## src/hw/rtl/ppc_pkg.sv

```systemverilog
`timescale 1ns / 1ps

package ppc_pkg;

    // Default sizes; the top level takes them as parameters.
    localparam int TABLE_DEPTH_DEF       = 16;
    localparam int MAX_SECTION_BYTES_DEF = 1024;

    // Fixed field widths of the section syntax and of the result item.
    localparam int BYTE_W    = 8;
    localparam int PID_W     = 13;
    localparam int PID_HI_W  = PID_W - BYTE_W;
    localparam int VER_W     = 5;
    localparam int LEN_W     = 12;
    localparam int SLOT_W    = 4;
    localparam int COUNT_W   = 5;
    localparam int KIND_W    = 2;
    localparam int OUT_W     = PID_W + SLOT_W + VER_W + COUNT_W;
    localparam int OUT_TDATA_W = ((OUT_W + 7) / 8) * 8;

    // Table id of a program association section.
    localparam logic [BYTE_W-1:0] TABLE_ID_PAT = 8'h00;

    // PIDs below this and at or above the null PID are rejected.
    localparam logic [PID_W-1:0] PID_MIN  = 13'h0010;
    localparam logic [PID_W-1:0] PID_NULL = 13'h1FFF;

    // Byte positions inside the section (table id is position zero).
    localparam int POS_LEN_HI    = 1;
    localparam int POS_LEN_LO    = 2;
    localparam int POS_VERSION   = 5;
    localparam int POS_FIRST_HI  = 10;
    // Header bytes after the length field that are not program entries (9),
    // expressed as the slack between an entry's last byte and the length.
    localparam int PID_TAIL_SLACK = 2;

    // Low byte phase of the position inside a four-byte program entry.
    localparam logic [1:0] PHASE_PID_HI = 2'd2;
    localparam logic [1:0] PHASE_PID_LO = 2'd3;

    typedef enum logic [KIND_W-1:0] {
        EV_PID_ADDED     = 2'd0,
        EV_TABLE_CLEARED = 2'd1,
        EV_PID_INVALID   = 2'd2,
        EV_TABLE_FULL    = 2'd3
    } t_event_kind;

endpackage

```

## src/hw/rtl/ppc_pid_cell.sv

```systemverilog
`timescale 1ns / 1ps

// One table slot. On a shift it takes the PID of its left neighbor, so the
// newest PID always sits in cell zero and the oldest one further right.
module ppc_pid_cell
    import ppc_pkg::*;
#(
    parameter int IDX   = 0,
    parameter int CNT_W = 5
) (
    input  logic             i_clk,
    input  logic             i_shift,
    input  logic [PID_W-1:0] i_pid_left,
    input  logic [CNT_W-1:0] i_count,
    input  logic [PID_W-1:0] i_key,
    output logic [PID_W-1:0] o_pid,
    output logic             o_match
);

    logic [PID_W-1:0] r_pid;

    always_ff @(posedge i_clk) begin
        if (i_shift) begin
            r_pid <= i_pid_left;
        end
    end

    // A cell holds a live PID only while its index is below the fill count.
    assign o_match = (CNT_W'(IDX) < i_count) && (r_pid == i_key);
    assign o_pid   = r_pid;

endmodule

```

## src/hw/rtl/ppc_out_skid.sv

```systemverilog
`timescale 1ns / 1ps

// Output register with one skid entry behind it.
module ppc_out_skid #(
    parameter int W = 8
) (
    input  logic         i_clk,
    input  logic         i_rst_n,
    input  logic         i_push,
    input  logic [W-1:0] i_data,
    output logic         o_ready,
    output logic         o_valid,
    output logic [W-1:0] o_data,
    input  logic         i_pop_ready
);

    logic         r_out_valid;
    logic [W-1:0] r_out;
    logic         r_skid_valid;
    logic [W-1:0] r_skid;

    always_ff @(posedge i_clk) begin
        if (!i_rst_n) begin
            r_out_valid  <= 1'b0;
            r_skid_valid <= 1'b0;
        end else if (!r_out_valid || i_pop_ready) begin
            if (r_skid_valid) begin
                r_out        <= r_skid;
                r_out_valid  <= 1'b1;
                r_skid_valid <= 1'b0;
            end else begin
                r_out       <= i_data;
                r_out_valid <= i_push;
            end
        end else if (i_push) begin
            r_skid       <= i_data;
            r_skid_valid <= 1'b1;
        end
    end

    assign o_ready = !r_skid_valid;
    assign o_valid = r_out_valid;
    assign o_data  = r_out;

endmodule

```

## src/hw/rtl/pat_section_pmt_pid_collector_unit.sv

```systemverilog
`timescale 1ns / 1ps

// A result item is registered before it is offered. Throughput: one section
// byte per cycle while the output skid entry is empty; the PID table is a row
// of cells that all compare against the incoming PID in the same cycle.
// Reset (i_rst_n low at a clock edge): parser idle, no version held, table empty.
// Table slots themselves are not cleared; the fill count marks which are live.
module pat_section_pmt_pid_collector_unit
    import ppc_pkg::*;
#(
    parameter int TABLE_DEPTH       = TABLE_DEPTH_DEF,
    parameter int MAX_SECTION_BYTES = MAX_SECTION_BYTES_DEF
) (
    input  logic                   i_clk,
    input  logic                   i_rst_n,
    input  logic                   s_axis_tvalid,
    output logic                   s_axis_tready,
    // [7:0] section_byte
    input  logic [BYTE_W-1:0]      s_axis_tdata,
    // [0] section_start
    input  logic [0:0]             s_axis_tuser,
    output logic                   m_axis_tvalid,
    input  logic                   m_axis_tready,
    // [12:0] pmt_pid, [16:13] slot_index, [21:17] table_version,
    // [26:22] entry_count, upper bits zero
    output logic [OUT_TDATA_W-1:0] m_axis_tdata,
    // [1:0] event_kind
    output logic [KIND_W-1:0]      m_axis_tuser
);

    // Position counter covers every legal index; the incremented position
    // carries one more bit so that it can reach the section size limit.
    localparam int POS_W = $clog2(MAX_SECTION_BYTES);
    localparam int P_W   = POS_W + 1;
    localparam int CMP_W = (P_W + 1 > LEN_W) ? P_W + 1 : LEN_W;
    localparam int CNT_W = $clog2(TABLE_DEPTH + 1);
    localparam int SKID_W = KIND_W + OUT_W;

    // Parser state.
    logic [POS_W-1:0]    r_pos,        n_pos;
    logic                r_active,     n_active;
    logic [LEN_W-1:0]    r_len,        n_len;
    logic [VER_W-1:0]    r_version,    n_version;
    logic                r_ver_valid,  n_ver_valid;
    logic [PID_HI_W-1:0] r_pid_hi,     n_pid_hi;
    logic [CNT_W-1:0]    r_count,      n_count;

    logic                w_accept;
    logic [BYTE_W-1:0]   w_byte;
    logic                w_start;
    logic [P_W-1:0]      w_p;
    logic [PID_W-1:0]    w_key;
    logic [VER_W-1:0]    w_new_ver;
    logic                w_hit;
    logic                w_shift;
    logic                w_emit;
    t_event_kind         w_kind;
    logic [PID_W-1:0]    w_ev_pid;
    logic [SLOT_W-1:0]   w_ev_slot;
    logic [OUT_W-1:0]    w_ev_data;
    logic                w_skid_ready;
    logic [SKID_W-1:0]   w_skid_out;

    logic [TABLE_DEPTH-1:0] w_match;
    logic [PID_W-1:0]       w_cell_pid [TABLE_DEPTH];

    assign w_byte    = s_axis_tdata;
    assign w_start   = s_axis_tuser[0];
    assign w_accept  = s_axis_tvalid && s_axis_tready;
    assign w_p       = {1'b0, r_pos} + P_W'(1);
    assign w_key     = {r_pid_hi, w_byte};
    assign w_new_ver = w_byte[VER_W:1];
    assign w_hit     = |w_match;

    // The row of table cells. A new PID enters cell zero and every live
    // entry moves one cell to the right, so cell k holds a live PID exactly
    // when k is below the fill count.
    for (genvar k = 0; k < TABLE_DEPTH; k++) begin : g_cell
        logic [PID_W-1:0] w_left;
        if (k == 0) begin : g_head
            assign w_left = w_key;
        end else begin : g_body
            assign w_left = w_cell_pid[k-1];
        end
        ppc_pid_cell #(
            .IDX   (k),
            .CNT_W (CNT_W)
        ) u_cell (
            .i_clk      (i_clk),
            .i_shift    (w_shift),
            .i_pid_left (w_left),
            .i_count    (r_count),
            .i_key      (w_key),
            .o_pid      (w_cell_pid[k]),
            .o_match    (w_match[k])
        );
    end

    // Section walk. A start byte opens a section only for table id zero.
    // The length and version come from fixed header positions; from
    // position ten on, program entries repeat every four bytes with the PID
    // in the last two. Entries stop two bytes short of the section length,
    // which leaves the CRC out of the walk.
    always_comb begin
        n_pos       = r_pos;
        n_active    = r_active;
        n_len       = r_len;
        n_version   = r_version;
        n_ver_valid = r_ver_valid;
        n_pid_hi    = r_pid_hi;
        n_count     = r_count;
        w_shift     = 1'b0;
        w_emit      = 1'b0;
        w_kind      = EV_PID_ADDED;
        w_ev_pid    = '0;
        w_ev_slot   = '0;

        if (w_start) begin
            n_pos    = '0;
            n_len    = '0;
            n_active = (w_byte == TABLE_ID_PAT);
        end else if (r_active) begin
            if (w_p >= P_W'(MAX_SECTION_BYTES)) begin
                // Overlong section: stop and ignore the rest.
                n_active = 1'b0;
            end else begin
                n_pos = w_p[POS_W-1:0];
                if (w_p == P_W'(POS_LEN_HI)) begin
                    n_len = {w_byte[3:0], 8'h00};
                end else if (w_p == P_W'(POS_LEN_LO)) begin
                    n_len = {r_len[LEN_W-1:BYTE_W], w_byte};
                end else if (w_p == P_W'(POS_VERSION)) begin
                    if (!r_ver_valid || (w_new_ver != r_version)) begin
                        n_count     = '0;
                        n_version   = w_new_ver;
                        n_ver_valid = 1'b1;
                        w_emit      = 1'b1;
                        w_kind      = EV_TABLE_CLEARED;
                    end
                end else if (w_p >= P_W'(POS_FIRST_HI)) begin
                    if (w_p[1:0] == PHASE_PID_HI) begin
                        n_pid_hi = w_byte[PID_HI_W-1:0];
                    end else if ((w_p[1:0] == PHASE_PID_LO) &&
                                 ((CMP_W'(w_p) + CMP_W'(PID_TAIL_SLACK)) <=
                                  CMP_W'(r_len))) begin
                        w_ev_pid = w_key;
                        if ((w_key < PID_MIN) || (w_key >= PID_NULL)) begin
                            // Invalid PID ends the section.
                            n_active = 1'b0;
                            w_emit   = 1'b1;
                            w_kind   = EV_PID_INVALID;
                        end else if (!w_hit) begin
                            w_emit = 1'b1;
                            if (r_count >= CNT_W'(TABLE_DEPTH)) begin
                                w_kind = EV_TABLE_FULL;
                            end else begin
                                w_shift   = w_accept;
                                n_count   = r_count + CNT_W'(1);
                                w_kind    = EV_PID_ADDED;
                                w_ev_slot = SLOT_W'(r_count);
                            end
                        end
                    end
                end
            end
        end
    end

    always_ff @(posedge i_clk) begin
        if (!i_rst_n) begin
            r_pos       <= '0;
            r_active    <= 1'b0;
            r_len       <= '0;
            r_version   <= '0;
            r_ver_valid <= 1'b0;
            r_pid_hi    <= '0;
            r_count     <= '0;
        end else if (w_accept) begin
            r_pos       <= n_pos;
            r_active    <= n_active;
            r_len       <= n_len;
            r_version   <= n_version;
            r_ver_valid <= n_ver_valid;
            r_pid_hi    <= n_pid_hi;
            r_count     <= n_count;
        end
    end

    // The result item carries the version and fill count after the event.
    assign w_ev_data = {COUNT_W'(n_count), n_version, w_ev_slot, w_ev_pid};

    // Results wait in a register with a skid entry behind it, so input
    // bytes keep flowing while the output side stalls until the skid entry fills.
    ppc_out_skid #(
        .W (SKID_W)
    ) u_out (
        .i_clk       (i_clk),
        .i_rst_n     (i_rst_n),
        .i_push      (w_accept && w_emit),
        .i_data      ({w_kind, w_ev_data}),
        .o_ready     (w_skid_ready),
        .o_valid     (m_axis_tvalid),
        .o_data      (w_skid_out),
        .i_pop_ready (m_axis_tready)
    );

    assign s_axis_tready = w_skid_ready;
    assign m_axis_tuser  = w_skid_out[SKID_W-1:OUT_W];
    assign m_axis_tdata  = OUT_TDATA_W'(w_skid_out[OUT_W-1:0]);

endmodule

```

## config.mk

```make
export PLATFORM = sky130hd
export DESIGN_NAME = pat_section_pmt_pid_collector_unit
export DESIGN_NICKNAME = d
export VERILOG_FILES = /design/src/hw/rtl/ppc_pkg.sv /design/src/hw/rtl/ppc_pid_cell.sv /design/src/hw/rtl/ppc_out_skid.sv /design/src/hw/rtl/pat_section_pmt_pid_collector_unit.sv
export SDC_FILE = /design/constraint.sdc
export NUM_CORES = 1
export LEC_CHECK = 0
export BUFFER_PORTS_ARGS = -buffer_cell sky130_fd_sc_hd__buf_4
export CORE_UTILIZATION = 50
export DETAILED_ROUTE_END_ITERATION = 16
export GPL_TIMING_DRIVEN = 0
export PLACE_DENSITY_LB_ADDON = 0.05
export RECOVER_POWER = 50
export SLEW_MARGIN = 20
export SYNTH_ARGS = -nofsm -noshare
export SYNTH_HDL_FRONTEND = slang
export SYNTH_SLANG_ARGS = --single-unit
```

## constraint.sdc

```tcl
create_clock -name i_clk -period 18.7 [get_ports i_clk]
set_input_delay 3.74 -clock i_clk [delete_from_list [all_inputs] [get_ports i_clk]]
set_output_delay 3.74 -clock i_clk [all_outputs]
set_load 0.01 [all_outputs]
```

# After elaboration in Yosys (flattened, before gate mapping)

Cells that the tools add are included.

ROM bits: 0
Bits in writable memories: 0
Memories kept: 0
Bits in registers: 307
Word-level logic and storage cells: 219
Output and inout port bits: 36
Input port bits: 13
Bits in latches: 0

Order comparisons: 22
Muxes and demuxes: 98
Reductions and logical operators: 38
Bitwise logic cells: 7
Shift operators: 0
Equal/unequal tests: 23
Divide/modulo/power cells: 0
$add $sub $neg: 3
$mul: 0

Operators by type and width:

| kind                    | number |
|---|---|
| $eq A13 B13 Y1          | 16 |
| $mux W13                | 9 |
| $mux W5                 | 20 |
| $mux W12                | 4 |
| $mux W4                 | 12 |
| $lt A4 B5 Y1 const A    | 8 |
| $mux W1                 | 36 |
| $mux W10                | 3 |
| $mux W29                | 1 |
| $mux W2                 | 12 |
| $lt A3 B5 Y1 const A    | 4 |
| $logic_and A1 B1 Y1     | 19 |
| $reduce_or A16 Y1       | 1 |
| $ge A13 B13 Y1 const B  | 1 |
| $lt A13 B5 Y1 const B   | 1 |
| $add A11 B2 Y12 const B | 1 |
| $le A12 B12 Y1          | 1 |
| $add A10 B1 Y11 const B | 1 |
| $eq A11 B1 Y1 const B   | 1 |
| $eq A11 B2 Y1 const B   | 1 |
| $eq A11 B3 Y1 const B   | 1 |
| $ge A11 B11 Y1 const B  | 1 |
| $ge A11 B4 Y1 const B   | 1 |
| $lt A1 B5 Y1 const A    | 2 |
| other kinds (19)        | 34 |

# Longest topological paths before layout

Depth after elaboration: 16
Mapped depth: 18
Depth with buffers taken out: 17

# Hierarchy

Synthesis repeated with hierarchy kept, for this count alone.

Cells, all modules: 1018
Area total of the unflattened synthesis: 14208.6 sq um

Modules (own cells, without submodules):

| module                               | sequential area each (sq um) | cells each | area each (sq um) | instances |
|---|---|---|---|---|
| pat_section_pmt_pid_collector_unit   | 780.7                        | 408        | 3149.3            | 1 |
| ppc_out_skid                         | 1781.7                       | 101        | 2327.2            | 1 |
| ppc_pid_cell (g_cell[14].u_cell ...) | 390.4                        | 32         | 549.3             | 2 |
| ppc_pid_cell (g_cell[4].u_cell ...)  | 390.4                        | 32         | 544.3             | 2 |
| ppc_pid_cell (g_cell[0].u_cell ...)  | 390.4                        | 32         | 543.0             | 2 |
| ppc_pid_cell (g_cell[6].u_cell)      | 390.4                        | 32         | 556.8             | 1 |
| ppc_pid_cell (g_cell[5].u_cell)      | 390.4                        | 32         | 555.5             | 1 |
| ppc_pid_cell (g_cell[10].u_cell)     | 390.4                        | 33         | 551.8             | 1 |
| ppc_pid_cell (g_cell[13].u_cell)     | 390.4                        | 32         | 546.8             | 1 |
| ppc_pid_cell (g_cell[12].u_cell)     | 390.4                        | 32         | 545.5             | 1 |
| ppc_pid_cell (g_cell[1].u_cell)      | 390.4                        | 31         | 545.5             | 1 |
| ppc_pid_cell (g_cell[11].u_cell)     | 390.4                        | 32         | 540.5             | 1 |
| ppc_pid_cell (g_cell[7].u_cell)      | 390.4                        | 31         | 540.5             | 1 |
| ppc_pid_cell (g_cell[15].u_cell)     | 390.4                        | 31         | 539.3             | 1 |
| ppc_pid_cell (g_cell[3].u_cell)      | 390.4                        | 31         | 536.8             | 1 |

# Worst setup path before layout

No wires, ideal clock.

Path kind: input port to flip-flop
From: input s_axis_tdata[4]
To: register g_cell[0].u_cell.r_pid[0], enable pin
Stages: 9
Data arrival time: 13.914 ns
Library setup time: 0.781 ns
Path buffers: 2
Path slack: 4.005 ns
Data required time: 17.919 ns
Cell sequence: buf_2 > buf_4 > xor2_1 > nor3_1 > a22o_1 > nor4_2 > nand4b_2 > nand3b_4 > nor2_1

Word-level cells in the longest chain between the ends: 14
Elaborated cells on any way between the ends: 47
Those cells by class: 2 x order compare; 16 x eq/ne; 11 x mux; 18 x reduce/logical

Ends and longest elaborated chain:

| item                               | RTL line                                  | RTL |
|---|---|---|
| from (decl)                        | pat_section_pmt_pid_collector_unit.sv:19  | `input logic [BYTE_W-1:0] s_axis_tdata,` |
| $eq A13 B13 Y1                     | ppc_pid_cell.sv:29                        | `assign o_match = (CNT_W'(IDX) < i_count) && (r_pid == i_key);` |
| $logic_and A1 B1 Y1                | ppc_pid_cell.sv:29                        |  |
| $reduce_or A16 Y1                  | pat_section_pmt_pid_collector_unit.sv:73  | `assign w_hit = \|w_match;` |
| $mux W1                            | pat_section_pmt_pid_collector_unit.sv:152 | `end else if (!w_hit) begin` |
| $mux W1 (*)                        | pat_section_pmt_pid_collector_unit.sv:147 | `if ((w_key < PID_MIN) \|\| (w_key >= PID_NULL)) begin` |
| $mux W1 (*)                        | pat_section_pmt_pid_collector_unit.sv:143 | `end else if ((w_p[1:0] == PHASE_PID_LO) &&` |
| $mux W1 (*)                        | pat_section_pmt_pid_collector_unit.sv:141 | `if (w_p[1:0] == PHASE_PID_HI) begin` |
| $mux W1 (*)                        | pat_section_pmt_pid_collector_unit.sv:140 | `end else if (w_p >= P_W'(POS_FIRST_HI)) begin` |
| $mux W1 (*)                        | pat_section_pmt_pid_collector_unit.sv:132 | `end else if (w_p == P_W'(POS_VERSION)) begin` |
| $mux W1 (*)                        | pat_section_pmt_pid_collector_unit.sv:130 | `end else if (w_p == P_W'(POS_LEN_LO)) begin` |
| $mux W1 (*)                        | pat_section_pmt_pid_collector_unit.sv:128 | `if (w_p == P_W'(POS_LEN_HI)) begin` |
| $mux W1 (*)                        | pat_section_pmt_pid_collector_unit.sv:123 | `if (w_p >= P_W'(MAX_SECTION_BYTES)) begin` |
| $mux W1 (*)                        | pat_section_pmt_pid_collector_unit.sv:122 | `end else if (r_active) begin` |
| $mux W1 (*)                        | pat_section_pmt_pid_collector_unit.sv:118 | `if (w_start) begin` |
| named net g_cell[0].u_cell.i_shift | ppc_pid_cell.sv:12                        | `input logic i_shift,` |
| to (signal assigned)               | ppc_pid_cell.sv:24                        | `r_pid <= i_pid_left;` |
| to (decl)                          | ppc_pid_cell.sv:20                        | `logic [PID_W-1:0] r_pid;` |

Mark *: on every way through the listed nets, which the timed path passes. The rest lies on a longest branch.
A chain may end at the register's enable or synchronous reset.

# Worst setup path after layout

From: input s_axis_tdata[7]
To: register g_cell[0].u_cell.r_pid[6], enable pin

The elaborated chain is that of the path after synthesis.

==> results.py <==
metrics = {
    "run_status": {
        "status": "complete, no violations",
    },
    "critical_path": {
        "startpoint_type": "input port",
        "worst-path-max-fanout": 23,
        "end_kind": "flop",
        "cp.required_ps": 18910,
        "worstSetupPathType": "in -> reg",
        "crit_arrival_ps": 7670,
    },
    "yosys": {
        "synth_top_area_share_pct": 56.33,
        "ys_seq_area_share_pct": 62.12,
        "syn_area_per_cell_um2": 13.39,
        "synthCells": 1059,
        "async_flop_share_pct": 0,
        "synth_ff_type": "edfxtp_1",
        "yosysTopAreaCell": "edfxtp_1",
        "ys_ff_latch": 307,
        "yosys_warnings": 0,
        "synth_edf_count": 266,
        "synth_area_mm2": 0.01418,
        "ys_types": 70,
        "synth_area_leaders": "edfxtp_1 (56%), xnor2_1 (7.7%), xor2_1 (6.4%), dfxtp_1 (5.8%), mux2_2 (2.2%)",
    },
    "floorplanning": {
        "coreArea_mm2": 0.02786,
        "rows": 61,
        "die_h_um": 170.4,
        "start_util_pct": 50.90,
        "die_x_um": 170.4,
        "design.die.area_mm2": 0.02904,
        "ios": 49,
    },
    "route": {
        "dr.pass1.iters": 7,
        "route.detailed.drc": 0,
        "vias_per_cell": 5.399,
        "dr_total_vias": 8406,
        "routedWlPerCell_um": 20.82,
        "drt-total-wl_um": 32420,
        "ant_nets": 0,
        "drtIter0Drc": 771,
    },
    "power": {
        "switching_share_pct": 21.40,
        "clockPowerShare_pct": 44.1,
        "pwr_density_cell_mw_per_mm2": 88.29,
        "p_comb_share_pct": 4.1,
        "p_seq_share_pct": 51.8,
        "p_switching_w": 0.0003059,
        "peakVddDrop_v": 0.00006759,
        "p_leak_nw": 5.523,
        "p_int_w": 0.001123,
    },
    "sta": {
        "hold_viol": 0,
        "setup_viol": 0,
        "rsz0062_at_grt": "no",
        "min_period_ps": 7458,
        "slew_viol_final": 0,
        "fin_worst_skew_ps": 21.48,
        "fmax_ghz": 0.1341,
        "slew_headroom_pct": 28.75,
        "fin_setup_tns_ps": 0,
        "fin_crit_sh_pct": 39.88,
        "tightestPinTransition_ps": 1069,
    },
    "final_layout": {
        "finalInstanceArea_mm2": 0.01619,
        "most-common-layout-cells": "edfxtp_1 (266), xnor2_1 (125), xor2_1 (103), clkbuf_1 (59), nand2_1 (44)",
        "mostFrequentLayoutCell": "edfxtp_1",
        "fin_nets": 1189,
        "area_growth_pct": 14.17,
        "drive_above_1_share_pct": 12.81,
        "diodes": 0,
        "fillers": 2284,
    },
    "clocking": {
        "clk_pin_slew_ps": 70,
        "postCtsSetupBuffers": 0,
        "insertion_delay_ps": 520,
        "htree_num_levels": 2,
        "cts.path.max_buffers": 3,
        "cts_resized": 0,
        "cts_root_buf": "clkbuf_16",
        "numCtsBuffers": 34,
        "holdBufCountCts": 0,
        "clock_sinks": 307,
        "cts_tree": "done",
    },
    "grt": {
        "grt_pass1_vias": 8264,
        "grt_first_pass_wirelength_um": 48530,
        "grt_usage_pct": 23.04,
        "grt_start_max_net_pins": 29,
        "overflow": 0,
        "antenna_found_initial": 0,
    },
    "placed_design": {
        "io_buffers": 42,
        "dp_hpwl_um": 23300,
        "gp_congestion": 0.8211,
        "dpl-instance-area_mm2": 0.01531,
    },
    "flow_run": {
        "cap_violations": 0,
    },
    "worst_hold_path": {
        "holdCritPathClass": "reg -> reg",
    },
}
[synth_stat cells (5+ instances only)]
| cell | n |
|---|---|
| o31ai_1 | 7 |
| nand4_1 | 35 |
| xor2_1 | 103 |
| nor3_1 | 18 |
| buf_2 | 21 |
| a211oi_1 | 8 |
| o21ai_0 | 19 |
| nor2b_1 | 30 |
| mux2i_1 | 12 |
| clkbuf_1 | 17 |
| inv_1 | 26 |
| nor2_1 | 37 |
| nand2_1 | 44 |
| nor4_1 | 29 |
| a31oi_1 | 7 |
| buf_4 | 20 |
| nand3_1 | 17 |
| a21oi_1 | 19 |
| o21a_1 | 5 |
| ha_1 | 21 |
| edfxtp_1 | 266 |
| a22oi_1 | 8 |
| and2_1 | 20 |
| and3_1 | 10 |
| dfxtp_1 | 41 |
| mux2_2 | 28 |
| xnor2_1 | 125 |
[per-stage QoR]
stage	power, W	instances	setup WS [ps]	hold slack (ps)	utilization [%]
2_1_floorplan	0.0007931	1064	4005	419.5	-
3_3_place_gp	0.0008158	1484	-944.4	448.9	53.80
3_5_place_dp	0.0008171	1497	10890	453.8	54.97
4_1_cts	0.001447	1557	11400	456.3	58.69
5_1_grt	0.001471	1557	11150	468.0	58.11
6_report	0.001429	1557	11240	460.5	58.11
[path summary, 6_finish.rpt]
path | startpoint | endpoint | slack [ps] | depth (start not counted)
setup / recovery | s_axis_tdata[7] | g_cell[0].u_cell.o_pid[6] | 11240 | 14
hold / removal | g_cell[6].u_cell.o_pid[8] | g_cell[7].u_cell.o_pid[8] | 460 | 0
setup reg to reg | r_pos[0] | g_cell[0].u_cell.o_pid[6] | 12860 | 21
hold reg to reg | g_cell[6].u_cell.o_pid[8] | g_cell[7].u_cell.o_pid[8] | 460 | 0
[routing by layer]
| metal | vias up | GRT usage (%) | wire length [um] |
|---|---|---|---|
| met2 | 219 | 38.26 | 15320 |
| li1 | 4025 | - | - |
| met4 | 0 | 6.502 | 759 |
| met1 | 4107 | 31.74 | 14640 |
| met5 | - | 0 | 0 |
| met3 | 55 | 2.977 | 1693 |
[state kept, by name (all words and copies together) (netlist names)]
signal	flops
g_cell.u_cell.o_pid	208
r_active	1
r_count	5
r_len	12
r_pid_hi	5
r_pos	10
r_ver_valid	1
r_version	5
u_out.o_data	29
u_out.o_valid	1
u_out.r_skid	29
u_out.r_skid_valid	1
[worst max-delay path, cell delays in order]
cell and delay (ps):
clkbuf_1 110, clkbuf_1 800, xnor2_1 310, o211ai_1 240
nor4_1 190, a31oi_1 330, and4_1 330, nand4b_2 220
nand3b_4 300, nor2_4 290, buf_12 240, buf_16 170
buf_16 170, buf_16 180
[power groups by stage]
stage,Sequential (W),Clock [W],Combinational (W)
after CTS,0.000740,0.000644,0.0000626
final,0.000740,0.000630,0.0000586
after global routing,0.000740,0.000667,0.0000638
after floorplan,0.000756,0,0.0000373
after global placement,0.000755,0,0.0000608
after detailed placement,0.000755,0,0.0000623
[final cells by class]
cell class                      count  area [um2]  area share (%)
Sequential cell                   307        8808           54.41
Multi-Input combinational cell    666        4952           30.59
Clock buffer                       43       925.9           5.719
Tap cell                          378       473.0           2.921
Timing Repair Buffer               55       462.9           2.860
Buffer                             64       355.3           2.195
Clock inverter                     17       110.1          0.6801
Inverter                           27       101.3          0.6260
[cells by family after synthesis]
family                     after synthesis  share of synthesized area (%)
other                                    1                        0.02645
DFF                                    307                          62.12
AOI/OAI and AO/OA                      108                          5.347
muxes                                   41                          3.177
adders and majority gates               21                          1.853
buffers and inverters                   91                          3.229
and+or+nand+nor                        262                          10.16
xor gates and xnor gates               228                          14.08
No activity file was read; power rests on OpenSTA's default activity.
